--- config.mk ---
export PLATFORM = sky130hd
export DESIGN_NAME = brsc_cell
export DESIGN_NICKNAME = d
export VERILOG_FILES = /design/src/rtl/core/brsc_pkg.sv /design/src/rtl/core/brsc_cell.sv
export SDC_FILE = /design/constraint.sdc
export NUM_CORES = 1
export LEC_CHECK = 0
export BUFFER_PORTS_ARGS = -buffer_cell sky130_fd_sc_hd__buf_2
export CORE_AREA = 2 2 204 126
export DETAILED_ROUTE_END_ITERATION = 8
export DIE_AREA = 0 0 206 128
export PLACE_DENSITY_LB_ADDON = 0.3
export SETUP_SLACK_MARGIN = 0.2
export SYNTH_ARGS = -nofsm -noshare
export SYNTH_HDL_FRONTEND = slang
export SYNTH_SLANG_ARGS = --single-unit
--- constraint.sdc ---
create_clock -name clk -period 5.3 [get_ports clk]
set_input_delay 0.265 -clock clk [delete_from_list [all_inputs] [get_ports clk]]
set_output_delay 0.265 -clock clk [all_outputs]
set_load 0.03 [all_outputs]
--- src/rtl/core/brsc_pkg.sv ---
// Shared types and constants for the bitmap range set/clear/find block.
// No dependencies; imported by brsc_cell and bitmap_range_set_clear_find_top.
`default_nettype none

package brsc_pkg;

    localparam int WORD_BITS = 64;
    localparam int NUM_WORDS = 64;

    localparam int POS_W   = 13;
    localparam int START_W = 12;
    localparam int COUNT_W = 13;
    localparam int CFG_W   = 7;
    localparam int OP_W    = 2;
    localparam int SH_W    = $clog2(WORD_BITS) + 1;
    localparam int IDX_W   = (NUM_WORDS > 1) ? $clog2(NUM_WORDS) : 1;

    localparam int TOTAL_BITS  = NUM_WORDS * WORD_BITS;
    localparam int WORDS_RESET = 64;

    localparam logic [OP_W-1:0] OP_SET       = 2'd0;
    localparam logic [OP_W-1:0] OP_CLEAR     = 2'd1;
    localparam logic [OP_W-1:0] OP_FIND_ZERO = 2'd2;
    localparam logic [OP_W-1:0] OP_FIND_ONE  = 2'd3;

    // Item travelling down the chain of cells, one cell per cycle.
    typedef struct packed {
        logic               valid;
        logic [OP_W-1:0]    opcode;
        logic [POS_W-1:0]   start;
        logic [POS_W-1:0]   stop;
        logic [POS_W-1:0]   limit;
        logic               found;
        logic [POS_W-1:0]   pos;
    } brsc_link_t;

endpackage

`default_nettype wire

--- src/rtl/core/brsc_cell.sv ---
// One cell of the bitmap chain: holds one word, applies set/clear ranges to it
// and continues the search. Depends on brsc_pkg.
`default_nettype none

module brsc_cell (
    input  wire logic                       clk,
    input  wire logic                       rst_n,
    input  wire logic [brsc_pkg::IDX_W-1:0] cell_index,
    input  wire brsc_pkg::brsc_link_t       link_in,
    output brsc_pkg::brsc_link_t            link_out
);
    import brsc_pkg::*;

    logic [WORD_BITS-1:0] word_reg;
    logic [WORD_BITS-1:0] word_next;
    brsc_link_t           link_reg;
    brsc_link_t           link_next;

    logic [POS_W-1:0]     base;
    logic [POS_W-1:0]     base_top;
    logic [SH_W-1:0]      lo_off;
    logic [SH_W-1:0]      hi_off;
    logic [WORD_BITS-1:0] ge_mask;
    logic [WORD_BITS-1:0] lt_mask;
    logic [WORD_BITS-1:0] range_mask;
    logic [WORD_BITS-1:0] cand;
    logic [SH_W-1:0]      lead;
    logic                 is_write;
    logic                 range_hit;
    logic                 search_on;

    assign base     = POS_W'(POS_W'(cell_index) * POS_W'(WORD_BITS));
    assign base_top = base + POS_W'(WORD_BITS);
    assign is_write = (link_in.opcode == OP_SET) || (link_in.opcode == OP_CLEAR);

    // Offsets of the range inside this word, MSB-first.
    always_comb
    begin
        if (link_in.start > base)
            lo_off = SH_W'(link_in.start - base);
        else
            lo_off = '0;
        if (link_in.stop >= base_top)
            hi_off = SH_W'(WORD_BITS);
        else
            hi_off = SH_W'(link_in.stop - base);
    end

    assign ge_mask    = {WORD_BITS{1'b1}} >> lo_off;
    assign lt_mask    = ~({WORD_BITS{1'b1}} >> hi_off);
    assign range_hit  = (link_in.start < base_top) && (link_in.stop > base);
    assign range_mask = range_hit ? (ge_mask & lt_mask) : '0;

    assign search_on = link_in.valid && !is_write && !link_in.found
                       && (base < link_in.limit) && (link_in.start < base_top);
    assign cand = ((link_in.opcode == OP_FIND_ONE) ? word_reg : ~word_reg) & ge_mask;

    // First set bit from the MSB side.
    always_comb
    begin
        lead = '0;
        for (int i = 0; i < WORD_BITS; i++)
        begin
            if (cand[i])
                lead = SH_W'(WORD_BITS - 1 - i);
        end
    end

    always_comb
    begin
        word_next = word_reg;
        link_next = link_in;
        if (link_in.valid && is_write)
        begin
            if (link_in.opcode == OP_SET)
                word_next = word_reg | range_mask;
            else
                word_next = word_reg & ~range_mask;
        end
        if (search_on && (cand != '0))
        begin
            link_next.found = 1'b1;
            link_next.pos   = base + POS_W'(lead);
        end
    end

    always_ff @(posedge clk or negedge rst_n)
    begin
        if (!rst_n)
        begin
            word_reg <= '0;
            link_reg <= '0;
        end
        else
        begin
            word_reg <= word_next;
            link_reg <= link_next;
        end
    end

    assign link_out = link_reg;

endmodule

`default_nettype wire

==> results.txt <==
Status: completed
Root buf cell: clkbuf_16
Via Count: 10.5k
Req. time, crit path: 5640 ps
Grt ovf: 0
Crit. End Element: flop
Clock slew at reported path FFs: 60 ps
Total CTS buffers: 17
Vias per cell: 6.55
Initial antenna violation count: 4
Peak supply drop: 0.206 mV
Clock Path Buffers: 2
Io pins: 120
Number of synthesized flops with an enable pin: 0
Max Fclk: 208 MHz
Largest net degree at the start of global routing: 63
#FFs+latches synth: 120
Antenna viol nets, final: 0
Main combinational cell family by area after synthesis: compound AO/OA/AOI/OAI gates
Netlist cell types: 81
Period utilization: 90.5%
CP arrival: 5130 ps
CTS tree: built
Sequential area share after synthesis: 31.2%
First-pass DRT Iterations: 6
RSZ-0062 raised after global routing: no
GP Congestion: 1.07
P per Cell Area: 333 nW/um^2
Sequential Area: 3000 sq um
Simple-gate portion of the synthesized area: 16.6%
Main flop type after synthesis: dfrtp_1
Chip height: 128 um
DIE WIDTH: 206 um
Final Instance Area: 11700 sq um
Clk_skew: 12.1 ps
Final net count: 1357
Count of buffers from port buffering: 119
Mapped Area: 9630 sq um
Layout cells sized above 1: 24.0%
Endpoints failing setup: 0
Syn Nets: 1205
Clock insertion delay at the later pin of the skew report: 450 ps
Post-synthesis mux area share: 8.47%
Post-Synth XOR/XNOR Area: 4.64%
Cell count after synthesis: 1108
Mean area per synthesized cell: 8.69 sq um
Slew Viols, Final: 0
CTS resizes: 0
Min-delay worst type: in -> reg
Initial DRC count: 1480
Max Cap Violations: 0
Die area: 26400 sq um
CORE AREA: 24700 sq um
Multi-input gate area: 6110 sq um
Core Rows: 45
Filler instances: 2405
Yosys warns: 0
Power Total: 0.00388 W
CTS H-tree lvls: 4
Gr usage total: 35.9%
CTS Sinks: 120
CP max FO: 35
Wirelength per Cell: 29.3 um
Min Clock Period, post-route: 4800 ps
Initial Util: 39.0%
Synth Area in Compound Gates: 29.4%
Post-Synth Adder-Cell Area: 4.29%
Fin util: 47.3%
CP Launch Type: primary input
P_leak: 4.87 nW
Post-synth ARST share: 100%
Slew headroom: 20.1%
Worst-margin pin slew: 1190 ps
# DRC: 0
Vias in the first global route: 9713
Commonest cells after routing, fill and taps aside: dfrtp_1 (120), buf_2 (118), nand2_1 (70)
Final hold vios: 0
First-pass GRT wire length: 67.4 mm
Critical path type: in -> reg
Area grow syn2layout: 21.1%
Post-CTS setup buffers: 0
Detailed placer's ending HPWL: 35.5 mm
Setup Total Neg Slack: 0 ps
Cell Area, Placed: 10800 sq um
Commonest non-fill, non-tap cell in the layout: dfrtp_1
Detailed-route wire length: 46.9 mm
-- worst paths after layout --
path                              from      endpoint  slack, ps  cells after the start
setup reg to reg                  flop   link_out[1]       2070                     10
min in group asynchronous        rst_n  link_out[23]        430                      2
hold / removal             link_in[13]  link_out[13]         10                      2
setup / recovery           link_in[51]   link_out[0]        500                     14
max in group asynchronous        rst_n     async pin       3690                      3
hold reg to reg                   flop          flop        530                      1
-- repair_timing --
item | in CTS | in global routing
hold buffers | 29 | 0
endpoints found under the setup margin | 0 | 0
endpoints found under the hold margin | 78 | 0
-- final cells by class --
cell class / count / area share, %
tap: 329 / 3.53
timing repair buffer: 212 / 11.9
multi-input combinational: 864 / 52.5
inverter: 45 / 1.45
clock buffer: 21 / 3.86
antenna: 1 / 0.0215
clock inverter: 10 / 1.06
sequential: 120 / 25.8
-- routing by layer --
layer	vias to the layer above	wire length, um	global-route usage (%)
met4	0	886	8.32
li1	4552	-	-
met2	726	16800	43.6
met1	5141	21400	53.3
met5	-	0	0
met3	68	7830	19.8
-- kinds of logic after synthesis --
logic type | Yosys count
AND/OR/NAND/NOR | 314
multiplexers | 71
buffers and inverters | 124
adder cells (fa/ha/maj) | 33
flip-flops | 120
XOR/XNOR | 51
AO/OA/AOI/OAI | 395
-- cells in the mapped netlist (7+ instances only) --
cell       instances  area, sq um
o22ai_1           14         87.6
or3_1              7         43.8
dfrtp_1          120         3000
a22oi_1            7         52.6
o221ai_1          11         96.3
nor2b_1            8         50.1
nor3_1            39          195
a21oi_1           62          310
o31ai_1            8         60.1
nor2_1            70          263
ha_1              33          413
clkbuf_1          57          214
a211o_1           12          105
nand4_1           10         62.6
o41ai_1            7         61.3
and3_1            16          100
a21o_1             8         60.1
mux2_2            64          721
a21boi_0           7         52.6
xnor2_1           49          429
o21a_1             9         67.6
a211oi_1          41          308
nand2b_1          10         62.6
a311oi_1           7         61.3
buf_2             14         70.1
nand3_1           29          145
o211ai_1          26          195
o2111ai_1          8         70.1
o21ai_0           60          300
a2111oi_0         10         87.6
and2_1            16          100
inv_1             45          169
a31oi_1           20          125
nand2_1           71          267
a221oi_1          13          114
-- power breakdown --
group | leakage [nW] | total (W) | switching, W | internal (W)
clock | 0.262 | 0.00117 | 0.000469 | 0.000702
sequential | 1.50 | 0.00124 | 0.000174 | 0.00106
combinational | 3.10 | 0.00147 | 0.000922 | 0.000547
-- through the flow --
stage / hold slack [ps] / std cells / worst slack [ps]
6_report: 12.3 / 1602 / 503
5_1_grt: 12.7 / 1601 / 345
4_1_cts: 2.72 / 1601 / 768
3_5_place_dp: 385 / 1541 / 710
3_3_place_gp: 379 / 1541 / 784
2_1_floorplan: -30.6 / 1108 / 1820
-- worst max-delay path, cell delays in order --
cell,delay [ps]
dlygate4sd3_1,530
buf_2,150
ha_1,380
a211oi_1,1020
nand2_1,110
buf_4,320
nor2_1,210
buf_4,230
o21ai_0,280
a21boi_0,290
a311oi_1,200
o41ai_1,500
a31oi_1,260
o32ai_1,370
Power figures use the tool's default switching activity.
